==> src/rtl/nrmc_pkg.sv <==
// Shared types, character codes and constant tables for the RMC position parser.
`timescale 1ns / 1ps

package nrmc_pkg;

    // Field and state widths
    localparam int ACC_W       = 30;
    localparam int FIELD_IDX_W = 4;
    localparam int CHAR_CNT_W  = 7;
    localparam int FRAC_CNT_W  = 3;
    localparam int IN_TDATA_W  = 8;
    localparam int OUT_TDATA_W = 64;
    localparam int OUT_PAD_W   = OUT_TDATA_W - (2 * ACC_W + 2);

    // Saturation ceiling for both coordinates
    localparam logic [ACC_W-1:0] VALUE_MAX = 30'd999999999;

    // Character codes
    localparam logic [7:0] CH_CR     = 8'h0D;
    localparam logic [7:0] CH_LF     = 8'h0A;
    localparam logic [7:0] CH_COMMA  = 8'h2C;
    localparam logic [7:0] CH_POINT  = 8'h2E;
    localparam logic [7:0] CH_ZERO   = 8'h30;
    localparam logic [7:0] CH_NINE   = 8'h39;
    localparam logic [7:0] CH_STAT_A = 8'h41;

    // Field positions in the sentence
    localparam logic [FIELD_IDX_W-1:0] FLD_HEADER = 4'd0;
    localparam logic [FIELD_IDX_W-1:0] FLD_STATUS = 4'd2;
    localparam logic [FIELD_IDX_W-1:0] FLD_LAT    = 4'd3;
    localparam logic [FIELD_IDX_W-1:0] FLD_LON    = 4'd5;
    localparam logic [FIELD_IDX_W-1:0] FLD_MAX    = 4'd15;

    localparam logic [CHAR_CNT_W-1:0] HDR_LEN      = 7'd6;
    localparam logic [CHAR_CNT_W-1:0] CHAR_CNT_MAX = 7'd127;

    // Number conversion state shared by the latitude and longitude fields
    typedef struct packed {
        logic                  after_point;
        logic [FRAC_CNT_W-1:0] frac_count;
        logic                  parse_stop;
    } t_num_state;

    // One parsed sentence result
    typedef struct packed {
        logic             overflow_flag;
        logic [ACC_W-1:0] longitude_e4;
        logic [ACC_W-1:0] latitude_e4;
        logic             fix_valid;
    } t_result;

    // Expected sentence header "$GNRMC"
    function automatic logic [7:0] hdr_char(input logic [2:0] idx);
        logic [7:0] ch;
        case (idx)
            3'd0:    ch = 8'h24;
            3'd1:    ch = 8'h47;
            3'd2:    ch = 8'h4E;
            3'd3:    ch = 8'h52;
            3'd4:    ch = 8'h4D;
            3'd5:    ch = 8'h43;
            default: ch = 8'h00;
        endcase
        return ch;
    endfunction

    // Powers of ten used as digit weights
    function automatic logic [19:0] pow10_f(input logic [2:0] idx);
        logic [19:0] p;
        case (idx)
            3'd0:    p = 20'd1;
            3'd1:    p = 20'd10;
            3'd2:    p = 20'd100;
            3'd3:    p = 20'd1000;
            3'd4:    p = 20'd10000;
            3'd5:    p = 20'd100000;
            3'd6:    p = 20'd1000000;
            default: p = 20'd0;
        endcase
        return p;
    endfunction

endpackage

==> src/rtl/nrmc_num_accum.sv <==
// Decimal fixed-point digit accumulator for one coordinate character.
`timescale 1ns / 1ps

module nrmc_num_accum #(
    parameter int FRACTION_DIGITS = 4
) (
    input  logic [7:0]                i_char,
    input  logic [nrmc_pkg::ACC_W-1:0] i_acc,
    input  nrmc_pkg::t_num_state      i_ns,
    output logic [nrmc_pkg::ACC_W-1:0] o_acc,
    output nrmc_pkg::t_num_state      o_ns,
    output logic                      o_sat
);

    localparam int VW = nrmc_pkg::ACC_W + 4;
    localparam logic [19:0] SCALE = nrmc_pkg::pow10_f(3'(FRACTION_DIGITS));
    localparam logic [nrmc_pkg::FRAC_CNT_W-1:0] FD = nrmc_pkg::FRAC_CNT_W'(FRACTION_DIGITS);

    logic                                is_digit;
    logic [3:0]                          digit;
    logic [nrmc_pkg::FRAC_CNT_W-1:0]     frac_next;
    logic [VW-1:0]                       v_int;
    logic [VW-1:0]                       v_frac;
    logic [VW-1:0]                       v;
    logic                                use_value;

    assign is_digit  = (i_char >= nrmc_pkg::CH_ZERO) && (i_char <= nrmc_pkg::CH_NINE);
    assign digit     = 4'(i_char - nrmc_pkg::CH_ZERO);
    assign frac_next = i_ns.frac_count + 1'b1;

    // Integer digit shifts the value; fraction digit adds at its weight
    assign v_int  = ({4'b0, i_acc} * VW'(10)) + (VW'(digit) * VW'(SCALE));
    assign v_frac = {4'b0, i_acc}
                  + (VW'(digit) * VW'(nrmc_pkg::pow10_f(FD - frac_next)));

    always_comb begin
        o_ns      = i_ns;
        v         = {4'b0, i_acc};
        use_value = 1'b0;
        if (!i_ns.parse_stop) begin
            if (is_digit) begin
                use_value = 1'b1;
                if (!i_ns.after_point) begin
                    v = v_int;
                end else if (i_ns.frac_count < FD) begin
                    o_ns.frac_count = frac_next;
                    v = v_frac;
                end
            end else if ((i_char == nrmc_pkg::CH_POINT) && !i_ns.after_point) begin
                o_ns.after_point = 1'b1;
            end else begin
                o_ns.parse_stop = 1'b1;
            end
        end
    end

    // Clamp at the ceiling
    always_comb begin
        o_sat = 1'b0;
        o_acc = i_acc;
        if (use_value) begin
            if (v > VW'(nrmc_pkg::VALUE_MAX)) begin
                o_sat = 1'b1;
                o_acc = nrmc_pkg::VALUE_MAX;
            end else begin
                o_acc = v[nrmc_pkg::ACC_W-1:0];
            end
        end
    end

endmodule

==> src/rtl/nrmc_field_parser.sv <==
// Sentence state and per-character field parsing, one character per request.
`timescale 1ns / 1ps

module nrmc_field_parser #(
    parameter int FRACTION_DIGITS = 4
) (
    input  logic               i_clk,
    input  logic               i_rst_n,
    input  logic               i_step,
    input  logic [7:0]         i_char,
    input  logic               i_last,
    output logic               o_emit,
    output nrmc_pkg::t_result  o_result
);

    logic [nrmc_pkg::FIELD_IDX_W-1:0] r_field_index, n_field_index;
    logic [nrmc_pkg::CHAR_CNT_W-1:0]  r_char_in_field, n_char_in_field;
    logic                             r_header_match, n_header_match;
    logic                             r_status_is_a, n_status_is_a;
    nrmc_pkg::t_num_state             r_ns, n_ns;
    logic [nrmc_pkg::ACC_W-1:0]       r_lat_accum, n_lat_accum;
    logic [nrmc_pkg::ACC_W-1:0]       r_lon_accum, n_lon_accum;
    logic                             r_saturated, n_saturated;

    logic                             is_cr;
    logic                             is_lf;
    logic                             is_comma;
    logic                             in_lat;
    logic                             close_now;
    logic                             hdr_final;
    logic [nrmc_pkg::ACC_W-1:0]       acc_in;
    logic [nrmc_pkg::ACC_W-1:0]       acc_out;
    nrmc_pkg::t_num_state             ns_out;
    logic                             acc_sat;

    assign is_cr    = (i_char == nrmc_pkg::CH_CR);
    assign is_lf    = (i_char == nrmc_pkg::CH_LF);
    assign is_comma = (i_char == nrmc_pkg::CH_COMMA);
    assign in_lat   = (r_field_index == nrmc_pkg::FLD_LAT);
    assign acc_in   = in_lat ? r_lat_accum : r_lon_accum;

    // One shared converter; only one coordinate field is open at a time
    nrmc_num_accum #(
        .FRACTION_DIGITS(FRACTION_DIGITS)
    ) u_num_accum (
        .i_char (i_char),
        .i_acc  (acc_in),
        .i_ns   (r_ns),
        .o_acc  (acc_out),
        .o_ns   (ns_out),
        .o_sat  (acc_sat)
    );

    // State after taking this character (CR and LF take nothing)
    always_comb begin
        n_field_index   = r_field_index;
        n_char_in_field = r_char_in_field;
        n_header_match  = r_header_match;
        n_status_is_a   = r_status_is_a;
        n_ns            = r_ns;
        n_lat_accum     = r_lat_accum;
        n_lon_accum     = r_lon_accum;
        n_saturated     = r_saturated;
        if (!is_cr && !is_lf) begin
            if (is_comma) begin
                if ((r_field_index == nrmc_pkg::FLD_HEADER)
                        && (r_char_in_field != nrmc_pkg::HDR_LEN)) begin
                    n_header_match = 1'b0;
                end
                if (r_field_index != nrmc_pkg::FLD_MAX) begin
                    n_field_index = r_field_index + 1'b1;
                end
                n_char_in_field = '0;
                n_ns            = '0;
            end else begin
                if (r_field_index == nrmc_pkg::FLD_HEADER) begin
                    if ((r_char_in_field >= nrmc_pkg::HDR_LEN)
                            || (i_char != nrmc_pkg::hdr_char(r_char_in_field[2:0]))) begin
                        n_header_match = 1'b0;
                    end
                end else if (r_field_index == nrmc_pkg::FLD_STATUS) begin
                    n_status_is_a = (r_char_in_field == '0)
                                 && (i_char == nrmc_pkg::CH_STAT_A);
                end else if (in_lat) begin
                    n_lat_accum = acc_out;
                    n_ns        = ns_out;
                    n_saturated = r_saturated | acc_sat;
                end else if (r_field_index == nrmc_pkg::FLD_LON) begin
                    n_lon_accum = acc_out;
                    n_ns        = ns_out;
                    n_saturated = r_saturated | acc_sat;
                end
                if (r_char_in_field != nrmc_pkg::CHAR_CNT_MAX) begin
                    n_char_in_field = r_char_in_field + 1'b1;
                end
            end
        end
    end

    // Sentence close: final header check and result build
    assign close_now = is_cr || i_last;
    assign hdr_final = n_header_match
                    && !((n_field_index == nrmc_pkg::FLD_HEADER)
                         && (n_char_in_field != nrmc_pkg::HDR_LEN));
    assign o_emit    = i_step && close_now && hdr_final;

    always_comb begin
        o_result = '0;
        if (n_status_is_a) begin
            o_result.fix_valid     = 1'b1;
            o_result.latitude_e4   = n_lat_accum;
            o_result.longitude_e4  = n_lon_accum;
            o_result.overflow_flag = n_saturated;
        end
    end

    // Sentence state registers
    always_ff @(posedge i_clk) begin
        if (!i_rst_n || (i_step && close_now)) begin
            r_field_index   <= '0;
            r_char_in_field <= '0;
            r_header_match  <= 1'b1;
            r_status_is_a   <= 1'b0;
            r_ns            <= '0;
            r_lat_accum     <= '0;
            r_lon_accum     <= '0;
            r_saturated     <= 1'b0;
        end else if (i_step) begin
            r_field_index   <= n_field_index;
            r_char_in_field <= n_char_in_field;
            r_header_match  <= n_header_match;
            r_status_is_a   <= n_status_is_a;
            r_ns            <= n_ns;
            r_lat_accum     <= n_lat_accum;
            r_lon_accum     <= n_lon_accum;
            r_saturated     <= n_saturated;
        end
    end

endmodule

==> src/rtl/nmea_rmc_position_parser.sv <==
// Top level: NMEA RMC sentence parser with registered input and result stages.
`timescale 1ns / 1ps

// Usage:
//  Slave stream (s_axis_*) carries one received character per request in
//  tdata; tlast marks the last byte of a buffer and closes the sentence.
//  CR also closes a sentence, LF is ignored, commas split fields.
//  Master stream (m_axis_*) carries one result per closed $GNRMC sentence:
//  fix flag, latitude and longitude scaled by 10^FRACTION_DIGITS, and an
//  overflow flag. Other sentences give no result.
//  The closing character is loaded into the input register when accepted,
//  and its parse result then goes into the result register once that is free.
//  Throughput: one character per cycle while the result register is free;
//  the sentence state loop is a single compare and multiply-by-ten
//  accumulate per character.
//  Reset clears both stage valids and the sentence state; the next character
//  starts a new sentence.
//  When the receiver stalls, the result holds in its register and one more
//  character waits in the input register; characters that make no result
//  keep flowing only while the result register is free.
module nmea_rmc_position_parser #(
    parameter int FRACTION_DIGITS = 4
) (
    input  logic                                i_clk,
    input  logic                                i_rst_n,
    input  logic                                s_axis_tvalid,
    output logic                                s_axis_tready,
    input  logic [nrmc_pkg::IN_TDATA_W-1:0]      s_axis_tdata,  // [7:0] in_char
    input  logic                                s_axis_tlast,  // last_char
    output logic                                m_axis_tvalid,
    input  logic                                m_axis_tready,
    // [0] fix_valid, [30:1] latitude_e4, [60:31] longitude_e4,
    // [61] overflow_flag, [63:62] zero
    output logic [nrmc_pkg::OUT_TDATA_W-1:0]     m_axis_tdata
);

    logic              r_in_valid;
    logic [7:0]        r_in_char;
    logic              r_in_last;
    logic              r_out_valid;
    nrmc_pkg::t_result r_out;

    logic              slot_free;
    logic              step;
    logic              emit;
    nrmc_pkg::t_result result;

    assign slot_free     = !r_out_valid || m_axis_tready;
    assign step          = r_in_valid && slot_free;
    assign s_axis_tready = !r_in_valid || slot_free;

    // Input register
    always_ff @(posedge i_clk) begin
        if (!i_rst_n) begin
            r_in_valid <= 1'b0;
        end else if (s_axis_tready) begin
            r_in_valid <= s_axis_tvalid;
        end
    end

    always_ff @(posedge i_clk) begin
        if (s_axis_tvalid && s_axis_tready) begin
            r_in_char <= s_axis_tdata;
            r_in_last <= s_axis_tlast;
        end
    end

    nrmc_field_parser #(
        .FRACTION_DIGITS(FRACTION_DIGITS)
    ) u_field_parser (
        .i_clk    (i_clk),
        .i_rst_n  (i_rst_n),
        .i_step   (step),
        .i_char   (r_in_char),
        .i_last   (r_in_last),
        .o_emit   (emit),
        .o_result (result)
    );

    // Result register
    always_ff @(posedge i_clk) begin
        if (!i_rst_n) begin
            r_out_valid <= 1'b0;
        end else if (step) begin
            r_out_valid <= emit;
        end else if (m_axis_tready) begin
            r_out_valid <= 1'b0;
        end
    end

    always_ff @(posedge i_clk) begin
        if (step && emit) begin
            r_out <= result;
        end
    end

    assign m_axis_tvalid = r_out_valid;
    assign m_axis_tdata  = {{nrmc_pkg::OUT_PAD_W{1'b0}}, r_out};

    // A result without a fix carries only zeros
    a_nofix_zero: assert property (@(posedge i_clk) disable iff (!i_rst_n)
        (r_out_valid && !r_out.fix_valid) |->
            (r_out.latitude_e4 == '0) && (r_out.longitude_e4 == '0) && !r_out.overflow_flag)
        else $error("non-fix result carries nonzero values");

    // Coordinates never exceed the saturation ceiling
    a_in_range: assert property (@(posedge i_clk) disable iff (!i_rst_n)
        r_out_valid |->
            (r_out.latitude_e4 <= nrmc_pkg::VALUE_MAX)
            && (r_out.longitude_e4 <= nrmc_pkg::VALUE_MAX))
        else $error("coordinate above ceiling");

    // A free result slot always lets a character in
    a_ready_free: assert property (@(posedge i_clk) disable iff (!i_rst_n)
        !r_out_valid |-> s_axis_tready)
        else $error("input blocked with free result register");

    // A new result comes only from a character held in the input register
    a_result_src: assert property (@(posedge i_clk) disable iff (!i_rst_n)
        (!$past(r_out_valid) && r_out_valid) |-> $past(r_in_valid))
        else $error("result without a parsed character");

endmodule
==> config.mk <==
export PLATFORM = sky130hd
export DESIGN_NAME = nmea_rmc_position_parser
export DESIGN_NICKNAME = d
export VERILOG_FILES = /design/src/rtl/nrmc_pkg.sv /design/src/rtl/nrmc_num_accum.sv /design/src/rtl/nrmc_field_parser.sv /design/src/rtl/nmea_rmc_position_parser.sv
export SDC_FILE = /design/constraint.sdc
export NUM_CORES = 1
export LEC_CHECK = 0
export BUFFER_PORTS_ARGS = -buffer_cell sky130_fd_sc_hd__buf_2
export CAP_MARGIN = 15
export CORE_ASPECT_RATIO = 0.5
export CORE_MARGIN = 4
export CORE_UTILIZATION = 60
export DETAILED_ROUTE_END_ITERATION = 10
export PLACE_DENSITY_LB_ADDON = 0.15
export SLEW_MARGIN = 15
export SYNTH_ARGS = -nofsm -noshare
export SYNTH_HDL_FRONTEND = slang
export SYNTH_HIERARCHICAL = 1
export SYNTH_SLANG_ARGS = --single-unit
==> constraint.sdc <==
create_clock -name i_clk -period 19.28 [get_ports i_clk]
set_input_delay 0 -clock i_clk [delete_from_list [all_inputs] [get_ports i_clk]]
set_output_delay 0 -clock i_clk [all_outputs]
set_load 0.02 [all_outputs]
==> impl_results.md <==
- Outcome: finished, final reports clean
- Clk sinks: 152
- MaxCap Viol Count: 0
- First-pass GRT wire length: 73.5 mm
- CP Class: reg2reg
- Internal reg-to-reg setup slack: 10.46 ns
- Root buf cell: clkbuf_16
- Min-Delay Startpoint: s_axis_tdata[6]
- Worst relative slew slack: 30.4%
- Worst Path Arrival: 8.99 ns
- Hold path cells: 2
- Via count: 14273
- Netlist cell types: 93
- Max Fclk: 113 MHz
- Via density: 6.30
- Sequential fraction of the synthesis area: 25.1%
- Hold Path End: r_in_char[6]$_DFFE_PP_
- Hold_buf cts: 14
- CTS buffer count: 17
- Worst-skew pair later-pin latency: 0.45 ns
- Diodes inserted: 0
- Die Height: 120 um
- TNS Setup: 0 ns
- Max clock buf depth: 2
- Worst slack at placement: 10.70 ns
- Setup ws final: 10.46 ns
- Maximum number of pins on one net before global-route repair: 69
- Grt total ovfl: 0
- Post-synthesis register bit count: 152
- Post-Syn Area: 15000 um2
- P_leak: 6.63 nW
- Startpoint type of the worst setup path: flop
- R2r endpoint: m_axis_tdata[27]$_DFFE_PP_
- RD Place Congestion: 1.03
- CP endpoint kind: flop
- Postcts setup bufs: 0
- Vias in the first global route: 12934
- Final Setup Violations: 0
- Initial antenna violation count: 0
- Hold Crit Class: in2reg
- Starting Density: 61.7%
- Most frequent cells in the layout: 350 x nand2_1, 232 x a21oi_1, 147 x ha_1
- Max stage delay cell, worst path: dfxtp_1
- Number of gates resized after cts: 0
- Ys flop type: dfxtp_1
- Row cnt: 40
- Final hold viol count: 0
- Core Util, Final: 67.1%
- DR WL/cell: 20.7 um
- Max Fanout on Critical Path: 19
- Clock Skews: 0.0154 ns
- Commonest non-fill, non-tap cell in the layout: nand2_1
- Worst Tran Pin Value: 1.04 ns
- Critical path's most frequent cell: a21oi_1
- Syn_area_per_cell: 8.01 um2
- Reg2reg start: u_field_parser/r_ns[3]$_SDFFE_PP0P_
- Ys Warns: 6
- Fin nets: 2131
- Max incr delay on CP: 0.69 ns
- RSZ-0062 raised after global routing: false
- Max-slew violations: 0
- Remaining DRCs: 0
- Tmin final: 8.82 ns
- Tot GR Track Use: 33.8%
- Pwr Density: 53.0 nW/um2
- Final cycle utilization of the critical path: 45.8%
- Layout cell share with drive strength beyond 1: 11.0%
- R2R depth: 26
- # H-tree levels: 4
- Pre-antenna DRT Iters: 8
- Core area: 24300 um2
- Clock transition at path regs: 0.08 ns
- Initial DRC Count: 1886
- Post-route ant nets: 0
- Die area: 27700 um2
- Hpwl dp: 34.6 mm
- Maximum vdd drop: 0.0474 mV
- Critical Path RT: 19.44 ns
- Power Total: 0.000863 W
- Port bufs: 76
- Area Overhead vs Synth: 8.84%
- Post-placement cell count: 2219
- Asr flop ratio synth: 0%
- Routed WL: 46.9 mm
- Die Width: 231 um
- Finished Layout Cells: 2265
- I/O pin total: 79
- EDFF count, synth: 71
- CTS tree: done
- Post-Synthesis Cells: 1869
## where the power goes
part	switching (W)	internal, W
sequential	0.00000426	0.000337
combinational	0.000115	0.0000648
clock	0.000158	0.000183
## worst max path at each step
stage | to | from | depth (start not counted)
after floorplan | m_axis_tdata[61]$_DFFE_PP_ | u_field_parser/r_ns[3]$_SDFFE_PP0P_ | 30
after global routing | m_axis_tdata[57]$_DFFE_PP_ | u_field_parser/r_ns[3]$_SDFFE_PP0P_ | 26
final | m_axis_tdata[27]$_DFFE_PP_ | u_field_parser/r_ns[3]$_SDFFE_PP0P_ | 26
after CTS | m_axis_tdata[27]$_DFFE_PP_ | u_field_parser/r_ns[3]$_SDFFE_PP0P_ | 26
after detailed placement | m_axis_tdata[57]$_DFFE_PP_ | u_field_parser/r_ns[3]$_SDFFE_PP0P_ | 26
after global placement | m_axis_tdata[57]$_DFFE_PP_ | u_field_parser/r_ns[3]$_SDFFE_PP0P_ | 26
## metal layers
layer | GRT usage [%] | up-vias | share of wire (%)
met2 | 44.7 | 828 | 38
met3 | 11.6 | 74 | 14
met5 | 2.02 | - | 0.15
met4 | 6.42 | 2 | 1.5
met1 | 52.5 | 6703 | 47
li1 | - | 6666 | -
## critical path, delay by kind of cell, from the launching register on
family / cells / cell delay (ns)
adders and majority gates: 5 / 2.27
DFF: 1 / 0.69
and+or+nand+nor: 6 / 1.58
AOI/OAI and AO/OA: 10 / 2.93
muxes: 1 / 0.16
buffers and inverters: 3 / 0.37
xor gates and xnor gates: 1 / 0.52
## registers in the layout, indices dropped and copies added, names as in the netlist, 4 cells and up
name,flops
m_axis_tdata,62
u_field_parser/r_lat_accum,30
u_field_parser/r_lon_accum,30
r_in_char,8
u_field_parser/r_char_in_field,7
u_field_parser/r_ns,5
u_field_parser/r_field_index,4
## Yosys cell counts (10+ instances only)
cell	instances	area, um2
dfxtp_1	81	1620
nand4_1	17	106
mux2i_1	13	130
a31oi_1	14	87.6
o21ai_2	10	87.6
nor2_1	113	424
xor2_1	24	210
a21o_1	21	158
nor3_1	25	125
and3_1	27	169
inv_1	140	526
o21ai_0	71	355
ha_1	147	1840
fa_1	55	1100
o211ai_1	20	150
nand2_1	350	1310
a211oi_1	18	135
a21oi_1	233	1170
nand2b_1	15	93.8
mux2_2	31	349
and2_1	14	87.6
clkbuf_1	61	229
edfxtp_1	71	2130
xnor2_1	42	368
nand3_1	32	160
## per-stage QoR
step | area, um2 | hold slack, ns
2_1_floorplan | 15000 | 0.0989
3_3_place_gp | 15600 | 0.177
3_5_place_dp | 15600 | 0.178
4_1_cts | 16300 | 0.247
5_1_grt | 16300 | 0.270
6_report | 16300 | 0.264
## logic make-up (layout without fill, tap and decap cells)
family | Yosys count | count (layout) | share of synthesized area, %
buf+inv | 230 | 289 | 6.40
fa+ha+maj | 202 | 202 | 19.6
mux | 45 | 45 | 3.35
flops | 152 | 152 | 25.1
simple gates | 669 | 669 | 20.5
xor+xnor | 66 | 66 | 3.86
other cells | 1 | 2 | 0.0251
compound gates | 504 | 504 | 21.2
## area by class of cell
class | count | area (um2)
well taps | 336 | 420
fillers | 2066 | 7980
flip-flops and latches | 152 | 3750
clock buffers | 17 | 425
clock inverters | 15 | 156
multi-input cells | 1488 | 10300
repair buffers | 111 | 678
inverters | 146 | 548
No activity file was read; power rests on OpenSTA's default activity.
